$ cat src/design/lds_pkg.sv
`default_nettype none
package lds_pkg;

  localparam int unsigned MaxDegreeDef = 128;
  localparam int unsigned AddrW = 10;
  localparam int unsigned ValueW = 31;
  localparam int unsigned DegreeW = 8;
  localparam int unsigned CfgIdxW = 2;
  localparam int unsigned QueueDepth = 2;

  localparam logic [ValueW-1:0] SeedReset = 31'd2067261;
  localparam logic [DegreeW-1:0] CountReset = 8'd100;
  localparam logic [31:0] PmModulus = 32'h7FFF_FFFF;
  localparam logic [14:0] PmMult = 15'd16807;

  localparam logic [CfgIdxW-1:0] CfgSeed = 2'd0;
  localparam logic [CfgIdxW-1:0] CfgDegreeCount = 2'd1;

  localparam logic ActWrite = 1'b0;
  localparam logic ActDraw = 1'b1;

  typedef enum logic {
    KindWrite,
    KindDraw
  } item_kind_e;

  typedef enum logic [1:0] {
    BackIdle,
    BackFold,
    BackScan
  } back_state_e;

  typedef struct packed {
    item_kind_e kind;
    logic [AddrW-1:0] addr;
    logic [ValueW-1:0] value;
  } item_t;

endpackage
`default_nettype wire

$ cat src/design/lds_queue.sv
`default_nettype none
module lds_queue (
  input  wire logic           clk_i,
  input  wire logic           rst_ni,
  input  wire logic           push_i,
  input  wire lds_pkg::item_t item_i,
  input  wire logic           pop_i,
  output lds_pkg::item_t      item_o,
  output logic                empty_o,
  output logic                full_o
);

  localparam int unsigned PtrW = $clog2(lds_pkg::QueueDepth);

  lds_pkg::item_t slot_q [lds_pkg::QueueDepth];
  logic [PtrW-1:0] wr_ptr_q, wr_ptr_d;
  logic [PtrW-1:0] rd_ptr_q, rd_ptr_d;
  logic [PtrW:0]   count_q, count_d;
  logic do_push, do_pop;

  assign empty_o = (count_q == '0);
  assign full_o = (32'(count_q) == 32'(lds_pkg::QueueDepth));
  assign do_push = push_i && !full_o;
  assign do_pop = pop_i && !empty_o;
  assign item_o = slot_q[rd_ptr_q];

  always_comb begin
    wr_ptr_d = do_push ? PtrW'(wr_ptr_q + 1'b1) : wr_ptr_q;
    rd_ptr_d = do_pop ? PtrW'(rd_ptr_q + 1'b1) : rd_ptr_q;
    count_d = count_q;
    if (do_push && !do_pop) begin
      count_d = count_q + 1'b1;
    end else if (do_pop && !do_push) begin
      count_d = count_q - 1'b1;
    end
  end

  always_ff @(posedge clk_i or negedge rst_ni) begin
    if (!rst_ni) begin
      wr_ptr_q <= '0;
      rd_ptr_q <= '0;
      count_q <= '0;
    end else begin
      wr_ptr_q <= wr_ptr_d;
      rd_ptr_q <= rd_ptr_d;
      count_q <= count_d;
    end
  end

  always_ff @(posedge clk_i) begin
    if (do_push) begin
      slot_q[wr_ptr_q] <= item_i;
    end
  end

endmodule
`default_nettype wire

$ cat config.mk
export PLATFORM = sky130hd
export DESIGN_NAME = lds_queue
export DESIGN_NICKNAME = d
export VERILOG_FILES = /design/src/design/lds_pkg.sv /design/src/design/lds_queue.sv
export SDC_FILE = /design/constraint.sdc
export NUM_CORES = 1
export LEC_CHECK = 0
export ABC_AREA = 0
export BUFFER_PORTS_ARGS = -buffer_cell sky130_fd_sc_hd__buf_4
export CAP_MARGIN = 10
export CORE_AREA = 8 8 116 118
export CTS_CLUSTER_SIZE = 20
export DETAILED_ROUTE_END_ITERATION = 8
export DIE_AREA = 0 0 124 126
export PLACE_DENSITY = 0.49
export SKIP_CTS_REPAIR_TIMING = 1
export SYNTH_ARGS = -nofsm -noshare
export SYNTH_HDL_FRONTEND = slang
export SYNTH_SLANG_ARGS = --single-unit
$ cat constraint.sdc
create_clock -name clk_i -period 8.55 [get_ports clk_i]
set_input_delay 0 -clock clk_i [delete_from_list [all_inputs] [get_ports clk_i]]
set_output_delay 0 -clock clk_i [all_outputs]
set_load 0.05 [all_outputs]
-- Word-level counts from Yosys, hierarchy flattened
Memories as Yosys holds them, arrays and structs flattened.
Cells that the tools add are included.
- register bits after elaboration: 4
- bits in writable memories: 84
- input bits: 46
- output and inout port bits: 44
- logic and storage cells: 23
- memories kept: 1
- add/sub/neg operators: 4
- eq/ne operators: 1
- muxes and demuxes: 4
- reductions and logical operators: 10
- memory list (name ; words ; width ; read ports ; clocked after memory_dff ; wr ports ; RTL line ; RTL):
    slot_q ; 2 ; 42 ; 1 ; 0 ; 1 ; lds_queue.sv:15 ; lds_pkg::item_t slot_q [lds_pkg::QueueDepth];
- operators by type and width (kind ; count):
    logical AND 1 bit ; 4
    logical NOT 1 bit ; 4
    2-to-1 mux 2 bit ; 2
    adder 1 bit (second input constant) ; 2
    adder 2 x 1 -> 2 bit (second input constant) ; 1
    == test 2 bit (second input constant) ; 1
    logical NOT 2 bit ; 1
    2-to-1 mux 1 bit ; 2
    nonzero test 2 bit ; 1
    subtractor 2 x 1 -> 2 bit (second input constant) ; 1

-- Longest topological paths before layout
- depth after elaboration: 7
- gate-level depth with buffers: 7
- depth with buffers taken out: 7

-- Least setup slack after synthesis
OpenSTA, ideal clock, no wires.
- kind: reg-to-reg
- from: register count_q[0]
- to: memory slot_q[0][0] (netlist bit) (enable)
- setup time: 0.441 ns
- arrival time: 2.417 ns
- required time: 8.109 ns
- path slack: 5.692 ns
- cell stages (with the launch flop): 4
- clock period less this slack: 2.858 ns
- cell sequence: dfrtp_1 -> nand2b_1 -> nand2_1 -> nor2_1
- longest elaborated chain between the ends: 5
- RTL lines (what ; RTL line ; RTL):
    from (decl) ; lds_queue.sv:18 ; logic [PtrW:0] count_q, count_d;
    from (signal assigned) ; lds_queue.sv:46 ; count_q <= count_d;
    == test 2 bit ; lds_queue.sv:22 ; assign full_o = (32'(count_q) == 32'(lds_pkg::QueueDepth));
    logical NOT 1 bit ; lds_queue.sv:23 ; assign do_push = push_i && !full_o;
    logical AND 1 bit ; lds_queue.sv:23 ;
    2-to-1 mux 1 bit ; lds_queue.sv:51 ; if (do_push) begin
    2-to-1 mux 1 bit (not written as such) ; lds_queue.sv:52 ; slot_q[wr_ptr_q] <= item_i;
    to (decl) ; lds_queue.sv:15 ;
No other way between the ends.

==> metrics.md <==
| Metric | Value |
|---|---|
| Post-Route Skew | 7.17 ps |
| Io pins | 90 |
| Worst slew margin | 0.300 |
| Number of antenna-violating nets in the routed design | 0 |
| Post-synthesis cell type count | 15 |
| Register Area | ~2600 um^2 |
| Leakage | 0.00200 uW |
| Vias per Instance | between 4 and 5 |
| Largest area contributor in the netlist | edfxtp_1 |
| Power Internal | 1170 uW |
| Top delay family on crit path | buffers and inverters |
| Unrepaired setup endpoints after global routing | no |
| CP required | approximately 8600 ps |
| Fillcell total | ~1100 |
| Max Fclk | 0.484 GHz |
| H-tree depth | 3 |
| Slew Viols, Final | 0 |
| Post-synthesis sequential area ratio | 0.765 |
| Crit path launch | rd_ptr_q$_DFFE_PN0P_ |
| DR iter-0 viols | between 60 and 70 |
| First-pass GRT wire length | 9.86 mm |
| Sw Pwr | ~730 uW |
| Worst VDD drop | 0.160 mV |
| Largest cells by area after synthesis | edfxtp_1, mux2_4, dfrtp_1 |
| Clock sinks | 88 |
| Core footprint | roughly 12000 um^2 |
| Diodes inserted | 0 |
| FFs w/ async S/R, synth | 0.0455 |
| CP max stage cell | buf_4 |
| Clk pin slew, worst setup/hold paths | 70 ps |
| Post-Synthesis Cells | 150 |
| Setup ws final | around 6500 ps |
| Syn. warnings | 0 |
| Later-pin clock latency in the skew report | 330 ps |
| Cell mode on critical path | buf_4 |
| Clk buf depth | 2 |
| Area occupied by multi-input gates | 717 um^2 |
| Sw frac | 0.385 |
| Max incr delay on CP | ~570 ps |
| Share of the synthesized area in the top cell type | 0.735 |
| Initial antenna violation count | 0 |
| CP arrival | around 2000 ps |
| Ratio of cells with drive above 1 in the final layout | 0.514 |
| Post-synth top cells | edfxtp_1, mux2_4, buf_12, dfrtp_1 |
| Hold Crit Class | in -> async |
| Top-count cell post-synth | edfxtp_1 |
| Routed WL per cell | 14.9 um |
| DRC | 0 |
| CP Depth | 3 |
| Pre-CTS setup slack | between 6000 and 7000 ps |
| FF-to-FF Start | count_q[0]$_DFFE_PN0P_ |
| Die area | 15600 um^2 |
| PortBufs | 89 |
| # rows | 40 |
| Chip height | 126 um |
| Synthesized cell area | about 3400 um^2 |
| GRT Overall Usage | 0.0846 |
| Largest net degree at the start of global routing | 43 |
| Number of global-route vias before repair | 1868 |
| Initial core utilization | 0.293 |
| Post-Syn Nets | around 200 |
| Main synth FF type | edfxtp_1 |
| Congestion Overflow GR | 0 |
| Post-synth EDFFs | 84 |
| Logic pwr share | 0.441 |
| Final wirelength | 6.60 mm |
| Status | completed |
| Drt pass-1 iters | 3 |
| Setup_tns | 0 ps |
| Crit end category | primary output |
| Die W | 124 um |
| Placer Congestion | 0.662 |
| CTS root buf | clkbuf_16 |
| Crit path buf inv count | 2 |
| CTS Buf Count | 9 |
| Setup CP Type | reg -> out |
| Post-layout net count | 338 |
| Via Count | around 1800 |
| Final Hold Vio Count | 0 |
| TritonCTS clock tree | yes |
| Min Tclk post-route | 2060 ps |
| Worst r2r path cells | 4 |
| Share of power burned in registers | 0.332 |
| Crit-path max FO | 35 |
| P per Cell Area | 380 nW/um^2 |
| CP Launch Type | flop |
| Worst-path cell chain | buf_4 -> mux2_2 -> buf_4 |
| Max-cap violations | 0 |
| Clk pwr share | 0.226 |
| Final Cycle Share | 0.241 |
| Worst slew pin tran | 1050 ps |
| Area growth syn-to-layout | 45.4% |
| Count of final setup violators | 0 |
| Syn Area/Cell | 22.9 um^2 |
| Post-synthesis register bit count | 88 |
## registers in the layout, summed over array words and instances (netlist names)
register and cells:
wr_ptr_q 1, slot_q 84, rd_ptr_q 1, count_q 2
## logic make-up (layout without fill, tap and decap cells)
group | Yosys count | in the layout | synth area share
AO/OA/AOI/OAI | 1 | 1 | 0.00146
multiplexers | 42 | 42 | 0.181
flip-flops | 88 | 88 | 0.765
AND/OR/NAND/NOR | 6 | 6 | 0.00803
buffers and inverters | 7 | 153 | 0.0288
adder cells (fa/ha/maj) | 1 | 1 | 0.00365
XOR/XNOR | 5 | 5 | 0.0128
## per-layer routing
| layer | global-route usage | share of wire |
|---|---|---|
| met4 | 0.0399 | 0.017 |
| met5 | 0 | 0 |
| met3 | 0.0313 | 0.070 |
| met1 | 0.0850 | 0.39 |
| met2 | 0.150 | 0.53 |
## worst reg2reg max path, cell delays in order (launching register included)
cell and delay [ps]:
dfrtp_1 420, nand2b_1 160, nand2_1 130, nor2_4 400, buf_4 450
## metrics by stage
step / cells / utilization / total power, uW / cell area [um^2] / hold WS (ps)
2_1_floorplan: 150 / - / 1300 / 3430 / -296
3_3_place_gp: 383 / 0.360 / 1480 / 4220 / -198
3_5_place_dp: 383 / 0.360 / 1480 / 4220 / -199
4_1_cts: 399 / 0.388 / 1910 / 4550 / -567
5_1_grt: 443 / 0.426 / 1980 / 4990 / 3.44
6_report: 443 / 0.426 / 1890 / 4990 / 25.9
## power by group through the flow
stage          Clock, uW  Combinational (uW)  Sequential [uW]
4_1_cts              440                 842              632
6_report             429                 836              630
5_1_grt              460                 881              640
2_1_floorplan          0                 670              626
3_3_place_gp           0                 838              638
3_5_place_dp           0                 840              641
## cell usage in the layout, fill, tap and decap left out, drive strengths merged
| master | n |
|---|---|
| edfxtp | 84 |
| and3 | 1 |
| buf | 91 |
| nand2b | 1 |
| nand2 | 1 |
| xnor2 | 3 |
| dfrtp | 4 |
| ha | 1 |
| xor2 | 2 |
| inv | 7 |
| clkbuf | 9 |
| bufinv | 2 |
| o21ai | 1 |
| mux2 | 42 |
| nor2 | 3 |
| dlygate4sd3 | 44 |
## layout make-up
cell class                      count  area share
Sequential cell                    88       0.526
Inverter                            2     0.00151
Tap cell                          147      0.0369
Clock buffer                        9      0.0452
Clock inverter                      7      0.0213
Multi-Input combinational cell     55       0.144
Timing Repair Buffer              135       0.225
## worst paths after layout
path,end,slack [ps]
max in group asynchronous,rd_ptr_q$_DFFE_PN0P_,8410
setup reg to reg,slot_q[0][38]$_DFFE_PP_,6630
hold / removal,rd_ptr_q$_DFFE_PN0P_,30
hold reg to reg,count_q[1]$_DFFE_PN0P_,520
min in group clk_i,wr_ptr_q$_DFFE_PN0P_,50
setup / recovery,item_o[20],6490
Power figures use the tool's default switching activity.
