`config.mk`:
```
export PLATFORM = sky130hd
export DESIGN_NAME = lds_front
export DESIGN_NICKNAME = d
export VERILOG_FILES = /design/src/design/lds_pkg.sv /design/src/design/lds_front.sv
export SDC_FILE = /design/constraint.sdc
export NUM_CORES = 1
export LEC_CHECK = 0
export BUFFER_PORTS_ARGS = -buffer_cell sky130_fd_sc_hd__buf_2
export CAP_MARGIN = 10
export CELL_PAD_IN_SITES_DETAIL_PLACEMENT = 1
export CELL_PAD_IN_SITES_GLOBAL_PLACEMENT = 2
export CORE_MARGIN = 5
export CORE_UTILIZATION = 10
export DETAILED_ROUTE_END_ITERATION = 8
export PLACE_DENSITY_LB_ADDON = 0.1
export SLEW_MARGIN = 20
export SYNTH_ARGS = -nofsm -noshare
export SYNTH_HDL_FRONTEND = slang
export SYNTH_SLANG_ARGS = --single-unit
export TNS_END_PERCENT = 10
```
`constraint.sdc`:
```
create_clock -name vclk -period 1.6
set_input_delay 0.32 -clock vclk [all_inputs]
set_output_delay 0.32 -clock vclk [all_outputs]
set_load 0.005 [all_outputs]
```
`src/design/lds_pkg.sv`:
```
`default_nettype none
package lds_pkg;

  localparam int unsigned MaxDegreeDef = 128;
  localparam int unsigned AddrW = 10;
  localparam int unsigned ValueW = 31;
  localparam int unsigned DegreeW = 8;
  localparam int unsigned CfgIdxW = 2;
  localparam int unsigned QueueDepth = 2;

  localparam logic [ValueW-1:0] SeedReset = 31'd2067261;
  localparam logic [DegreeW-1:0] CountReset = 8'd100;
  localparam logic [31:0] PmModulus = 32'h7FFF_FFFF;
  localparam logic [14:0] PmMult = 15'd16807;

  localparam logic [CfgIdxW-1:0] CfgSeed = 2'd0;
  localparam logic [CfgIdxW-1:0] CfgDegreeCount = 2'd1;

  localparam logic ActWrite = 1'b0;
  localparam logic ActDraw = 1'b1;

  typedef enum logic {
    KindWrite,
    KindDraw
  } item_kind_e;

  typedef enum logic [1:0] {
    BackIdle,
    BackFold,
    BackScan
  } back_state_e;

  typedef struct packed {
    item_kind_e kind;
    logic [AddrW-1:0] addr;
    logic [ValueW-1:0] value;
  } item_t;

endpackage
`default_nettype wire

```
`src/design/lds_front.sv`:
```
`default_nettype none
module lds_front #(
  parameter int unsigned MaxDegree = lds_pkg::MaxDegreeDef
) (
  input  wire logic                          start_i,
  input  wire logic                          action_i,
  input  wire logic [lds_pkg::DegreeW-1:0]   entry_index_i,
  input  wire logic [lds_pkg::ValueW-1:0]    entry_value_i,
  input  wire logic                          q_full_i,
  output logic                               busy_o,
  output logic                               push_o,
  output lds_pkg::item_t                     item_o
);

  logic accept;
  logic index_ok;

  assign busy_o = q_full_i;
  assign accept = start_i && !q_full_i;
  assign index_ok = (entry_index_i != '0) && (32'(entry_index_i) <= 32'(MaxDegree));

  always_comb begin
    item_o.value = entry_value_i;
    item_o.addr = lds_pkg::AddrW'(entry_index_i - 8'd1);
    if (action_i == lds_pkg::ActDraw) begin
      item_o.kind = lds_pkg::KindDraw;
      push_o = accept;
    end else begin
      // writes to a degree outside the table are dropped here
      item_o.kind = lds_pkg::KindWrite;
      push_o = accept && index_ok;
    end
  end

endmodule
`default_nettype wire

```
## Word-level counts from Yosys, hierarchy flattened

Cells that the tools add are included.

- Logic and storage cells: 9
- Bits of input ports: 42
- Register bits after elaboration: 0
- Output and inout bits: 44

- Magnitude comparators: 1
- $add $sub $neg: 1
- Reductions and logical operators: 5
- Multiplexer cells: 2

Operators with widths:

| cell | number |
|---|---|
| subtractor 8 x 1 -> 9 bit, second input constant | 1 |
| less-or-equal comparator 8 bit, second input constant | 1 |
| nonzero test 8 bit | 1 |
| logical AND 1 bit | 3 |
| 2-to-1 mux 1 bit | 2 |
| logical NOT 1 bit | 1 |

## Depth between registers and ports, before layout

Gate-level depths: netlist of the first run.

- Depth after elaboration: 4
- Depth in mapped cells: 5
- Gate-level depth less buffers: 4

## Least setup slack after synthesis of the first run

OpenSTA, ideal clock, no wires.

- Kind: input to output
- Start: input entry_index_i[0] (netlist name)
- End: output item_o[40] (netlist name)
- Arrival time: 1.127 ns
- Slack: 0.153 ns
- Data required time: 1.280 ns
- Cell stages on the path: 5
- Buffers on the path: 1
- Cell sequence: inv_1 > ha_1 > nand3_1 > nor3_1 > buf_4

RTL lines:

| item | RTL line | RTL |
|---|---|---|
| from (decl) | lds_front.sv:7 | `input wire logic [lds_pkg::DegreeW-1:0] entry_index_i,` |
| to (decl) | lds_front.sv:12 | `output lds_pkg::item_t item_o` |

## Worst setup path after layout of the first run

- Start: input entry_index_i[0] (netlist name)
- End: output push_o

- Longest elaborated chain between the ends: 4
- Elaborated cells between the ends (all ways): 5
- Classes of those cells: order compare (1); mux (1); reduce/logical (3)

Ends and longest elaborated chain:

| item | RTL line | RTL |
|---|---|---|
| less-or-equal comparator 8 bit or nonzero test 8 bit (tied branches) | lds_front.sv:20 | `assign index_ok = (entry_index_i != '0) && (32'(entry_index_i) <= 32'(MaxDegree));` |
| logical AND 1 bit (*) | lds_front.sv:20 |  |
| logical AND 1 bit (*) | lds_front.sv:31 | `push_o = accept && index_ok;` |
| 2-to-1 mux 1 bit (*) | lds_front.sv:25 | `if (action_i == lds_pkg::ActDraw) begin` |
| to (decl) | lds_front.sv:11 | `output logic push_o,` |

Mark *: on every way between the ends. The rest lies on a longest branch, timed or not.

==> results of run 1 <==
==> synthesized netlist by cell type <==
cell	n	area, sq um
and4bb_2	1	12.5
nand2_1	1	3.75
buf_4	34	255
a311oi_1	1	8.76
inv_1	4	15.0
xnor2_1	3	26.3
nor3_2	1	10.0
nor2_1	3	11.3
nor3b_2	1	12.5
nor3_1	2	10.0
nand3_1	1	5.00
nand4_1	2	12.5
ha_1	2	25.0
xor2_1	3	26.3
==> stage by stage <==
| step | hold WS (ns) | setup WS (ns) | cells |
|---|---|---|---|
| after floorplan | 0.682 | 0.153 | 59 |
| after global routing | 0.640 | -0.0248 | 108 |
| after detailed placement | 0.640 | -0.0492 | 108 |
| final | 0.640 | 0.0366 | 108 |
| after CTS | 0.640 | -0.0190 | 108 |
| after global placement | 0.640 | -0.0540 | 108 |
==> placed cells by master (no fill, tap or decap), drive strengths merged <==
cell    count
nor3        3
nand2       1
buf        31
xnor2       3
nor3b       1
nor2        3
ha          2
nand3       1
and4bb      1
inv         4
nand4       2
xor2        3
a311oi      1
==> logic make-up (layout without fill, tap and decap cells) <==
kind of cell	after synthesis	after routing	share of synthesized area, %
and+or+nand+nor	12	12	17.9
buffers and inverters	38	35	62.2
adders and majority gates	2	2	5.76
AOI/OAI and AO/OA	1	1	2.02
xor gates and xnor gates	6	6	12.1
==> power by group <==
group          internal, W  total (W)  leakage (nW)  switching (W)
sequential               0          0             0              0
combinational    0.0000488  0.0000933         0.215      0.0000445
clock                    0          0             0              0
==> cell type report <==
| class | count | area, sq um |
|---|---|---|
| inverters | 4 | 15.0 |
| fillers | 536 | 3840 |
| well taps | 52 | 65.1 |
| multi-input cells | 21 | 196 |
| repair buffers | 31 | 173 |
==> what timing repair did <==
action	CTS	global route
hold buffers	0	0
pin swaps	2	2
resized for setup	5	3
gates cloned	0	0
endpoints found under the setup margin	5	4
==> worst paths after layout <==
check / from / to / slack (ns)
max: entry_index_i[0] / push_o / 0.04
min: entry_value_i[10] / item_o[10] / 0.64
==> routing by layer <==
layer / up-vias / part of all wire (%)
met1: 142 / 37
met5: - / 0
met4: 0 / 0
met2: 20 / 48
li1: 150 / -
met3: 0 / 14
==> impl_metrics.json, run 1 <==
{
  "p_leak_nw": 0.215,
  "fp.dieH_microns": 75.9,
  "seq_area_frac_synth_pct": 0,
  "route.detailed.drc": 0,
  "nets": 102,
  "gp_congestion": 0.610,
  "postLayoutCellArea_sq_um": 449,
  "setup_violations": 0,
  "place.port_buffers": 24,
  "grt_max_degree": 5,
  "finalCritPeriodShare_pct": 97.7,
  "layout-drive-gt1-share_pct": 71.4,
  "ys_warn_count": 0,
  "met1_usage_pct": 4.04,
  "crit_top_cell": "buf_2",
  "rows": 24,
  "max_cap_violations": 0,
  "num_vias": 312,
  "critPathCaptureType": "primary output",
  "ys_types": 14,
  "antenna_left": 0,
  "worst_ep_arrival_time_ns": 1.24,
  "worst_hold_path.num_cells": 0,
  "clock_buffer_count": 0,
  "initial_utilization_pct": 10.1,
  "post_dp_cell_area_sq_um": 417,
  "grt_overflow": 0,
  "final_util_pct": 10.5,
  "regArea_sq_um": 0,
  "ios": 86,
  "tightestPinTransition_ns": 0.214,
  "antenna_found_initial": 0,
  "synth_area_per_cell_sq_um": 7.36,
  "post_cts_buffers": 0,
  "met3_usage_pct": 0.792,
  "fmax_mhz": 640,
  "slew_headroom_pct": 85.7,
  "finalHoldViolCount": 0,
  "slew_viol_final": 0,
  "crit_path_cell_trace": "buf_2, inv_2, ha_2, a311oi_2, and4bb_2, buf_2",
  "crit_required_ns": 1.28,
  "dp_hpwl_microns": 1000,
  "synth_nets": 103,
  "power_w": 0.0000933,
  "syn2layout_area_growth_pct": 3.46,
  "cp.depth": 6,
  "fin_crit_ns": 1.56,
  "grt_first_pass_wirelength_microns": 1490,
  "setup_tns_ns": 0,
  "power_density_nw_per_um2": 208,
  "critPathTopFamily": "buffers and inverters",
  "dr.pass1.iters": 2,
  "insertedDiodeCount": 0,
  "synth_cells": 59,
  "wirelength_microns": 1120,
  "nFlopsAndLatches": 0,
  "ir_drop_mv": 0.0306,
  "drt_iter0_markers": 3,
  "grt_util_met2_pct": 5.99,
  "syn_area_sq_um": 434,
  "avgViaCountPerCell": 2.89,
  "wl_per_cell_microns": 10.4,
  "cp-start-kind": "input pin",
  "fp.dieW_microns": 75.9,
  "core_area_sq_um": 4290,
  "critical_path.max_fanout": 4,
  "grt-busiest-layer": "met2",
  "rsz0062_at_grt": "true",
  "track_usage_pct": 3.28,
  "slowest_stage": "and4bb_2",
  "die_area_sq_um": 5760,
  "max_stage_delay_ns": 0.26,
  "first_global_vias": 334,
  "outcome": "completed",
  "worst-path-buf-inv": 3,
  "hold_path_class": "input pin to primary output",
  "path_class": "input pin to primary output"
}
Note: power is estimated with default switching activity, not from simulation.
==> run 2: changes to the inputs <==
--- a/config.mk
+++ b/config.mk
@@ -5,13 +5,13 @@
 export SDC_FILE = /design/constraint.sdc
 export NUM_CORES = 1
 export LEC_CHECK = 0
-export BUFFER_PORTS_ARGS = -buffer_cell sky130_fd_sc_hd__buf_2
 export CAP_MARGIN = 10
 export CELL_PAD_IN_SITES_DETAIL_PLACEMENT = 1
 export CELL_PAD_IN_SITES_GLOBAL_PLACEMENT = 2
 export CORE_MARGIN = 5
-export CORE_UTILIZATION = 10
+export CORE_UTILIZATION = 28
 export DETAILED_ROUTE_END_ITERATION = 8
+export DONT_BUFFER_PORTS = 1
 export PLACE_DENSITY_LB_ADDON = 0.1
 export SLEW_MARGIN = 20
 export SYNTH_ARGS = -nofsm -noshare
==> run 2 against run 1 <==
Against the previous run: critical path depth fell by 2; setup slack improved by 0.16 ns; total power fell by 62%; global-route usage rose by 2.4 points; non-clock buffer count fell by 28; critical endpoint is now item_o[40]; largest cell class unchanged; highest routed layer is now met4.
==> impl_metrics.json, run 2 (synthesized netlist as in run 1, its figures left out) <==
{
  "outcome": "completed",
  "rows": 14,
  "wirelength_microns": 775,
  "place.port_buffers": 0,
  "num_vias": 205,
  "power_density_nw_per_um2": 160,
  "grt-busiest-layer": "met2",
  "fin_hold_ws_ns": 0.640,
  "finalCritPeriodShare_pct": 87.9,
  "max_cap_violations": 0,
  "cts_hold_buf": 0,
  "num-fill-cells": 189,
  "tightestPinTransition_ns": 0.331,
  "met3_usage_pct": 4.28,
  "worst_ep_arrival_time_ns": 1.09,
  "fp.dieW_microns": 49.4,
  "clock_buffer_count": 0,
  "avgViaCountPerCell": 4.66,
  "swShare_pct": 53.6,
  "power_w": 0.0000355,
  "cp-start-kind": "input pin",
  "first_global_vias": 253,
  "layout_commonest_cell": "inv_1",
  "crit_required_ns": 1.28,
  "rsz0062_at_grt": "false",
  "insertedDiodeCount": 0,
  "p_sw_w": 0.0000190,
  "ir_drop_mv": 0.0243,
  "place_ws_ns": 0.164,
  "finalHoldViolCount": 0,
  "met1_usage_pct": 5.98,
  "critPathCaptureType": "primary output",
  "critical_path.max_fanout": 5,
  "antenna_left": 0,
  "slowest_stage": "nor2_1",
  "hold_path_class": "input pin to primary output",
  "fin_crit_ns": 1.41,
  "ios": 86,
  "grt_max_degree": 6,
  "core_area_sq_um": 1490,
  "slew_headroom_pct": 77.8,
  "nFlopsAndLatches": 0,
  "crit_end": "item_o[40]",
  "grt_overflow": 0,
  "setup_violations": 0,
  "final_cell_mix": "4 x inv_1, 3 x nor2_1, 3 x xnor2_1, 3 x xor2_1, 3 x buf_4",
  "combPwrFrac_pct": 100.0,
  "fmax_mhz": 711,
  "dr.pass1.iters": 4,
  "crit_path_cell_trace": "nor2_1, nand3_1, nor3_1, buf_4",
  "grt_first_pass_wirelength_microns": 1230,
  "route.detailed.drc": 0,
  "drt_iter0_markers": 3,
  "initial_utilization_pct": 29.2,
  "track_usage_pct": 5.63,
  "max_stage_delay_ns": 0.27,
  "grt_util_met2_pct": 8.58,
  "syn2layout_area_growth_pct": -49.0,
  "layout-drive-gt1-share_pct": 21.4,
  "p_int_w": 0.0000165,
  "slew_viol_final": 0,
  "antenna_found_initial": 0,
  "gp_congestion": 0.619,
  "nets": 74,
  "dp_hpwl_microns": 677,
  "worst_hold_path.num_cells": 0,
  "post_cts_buffers": 0,
  "cts_resized": 0,
  "crit_path_start": "entry_index_i[3]",
  "seqPwrFrac_pct": 0,
  "multi_input_area_sq_um": 164,
  "clkPwrFrac_pct": 0,
  "path_class": "input pin to primary output",
  "final_util_pct": 14.9,
  "regArea_sq_um": 0,
  "wl_per_cell_microns": 17.6,
  "p_leak_nw": 0.0943,
  "fp.dieH_microns": 49.4,
  "die_area_sq_um": 2440,
  "fin_ws_ns": 0.194,
  "setup_tns_ns": 0
}
==> run 2: per-stage QoR <==
step           cell area [sq um]  instances
5_1_grt                      221         44
3_5_place_dp                 221         44
3_3_place_gp                 221         44
4_1_cts                      221         44
6_report                     221         44
2_1_floorplan                434         59
==> run 2: worst max-delay path: cells and delay by family <==
family	cells	cell delay, ns
simple gates	3	0.61
buf+inv	1	0.15
==> run 2: worst min-delay path by stage <==
stage / slack (ns) / start / to
after floorplan: 0.68 / entry_index_i[7] / item_o[39]
after global placement: 0.64 / entry_value_i[0] / item_o[0]
after detailed placement: 0.64 / entry_value_i[0] / item_o[0]
after CTS: 0.64 / entry_value_i[0] / item_o[0]
after global routing: 0.64 / entry_value_i[20] / item_o[20]
final: 0.64 / entry_value_i[10] / item_o[10]
==> run 2: layout make-up <==
type / count / share of cell area [%]
inverters: 4 / 6.78
well taps: 16 / 9.04
repair buffers: 3 / 10.2
multi-input cells: 21 / 74.0
==> run 2: metal layers <==
layer | part of all wire, % | routed length [microns]
met1 | 34 | 266
met2 | 42 | 325
met3 | 23 | 178
met4 | 0.52 | 4
met5 | 0 | 0
==> run 2: power by group through the flow <==
stage	combinational (W)	clock, W	sequential [W]
final	0.0000355	0	0
after global routing	0.0000398	0	0
after CTS	0.0000366	0	0
after detailed placement	0.0000364	0	0
after global placement	0.0000368	0	0
after floorplan	0.0000945	0	0
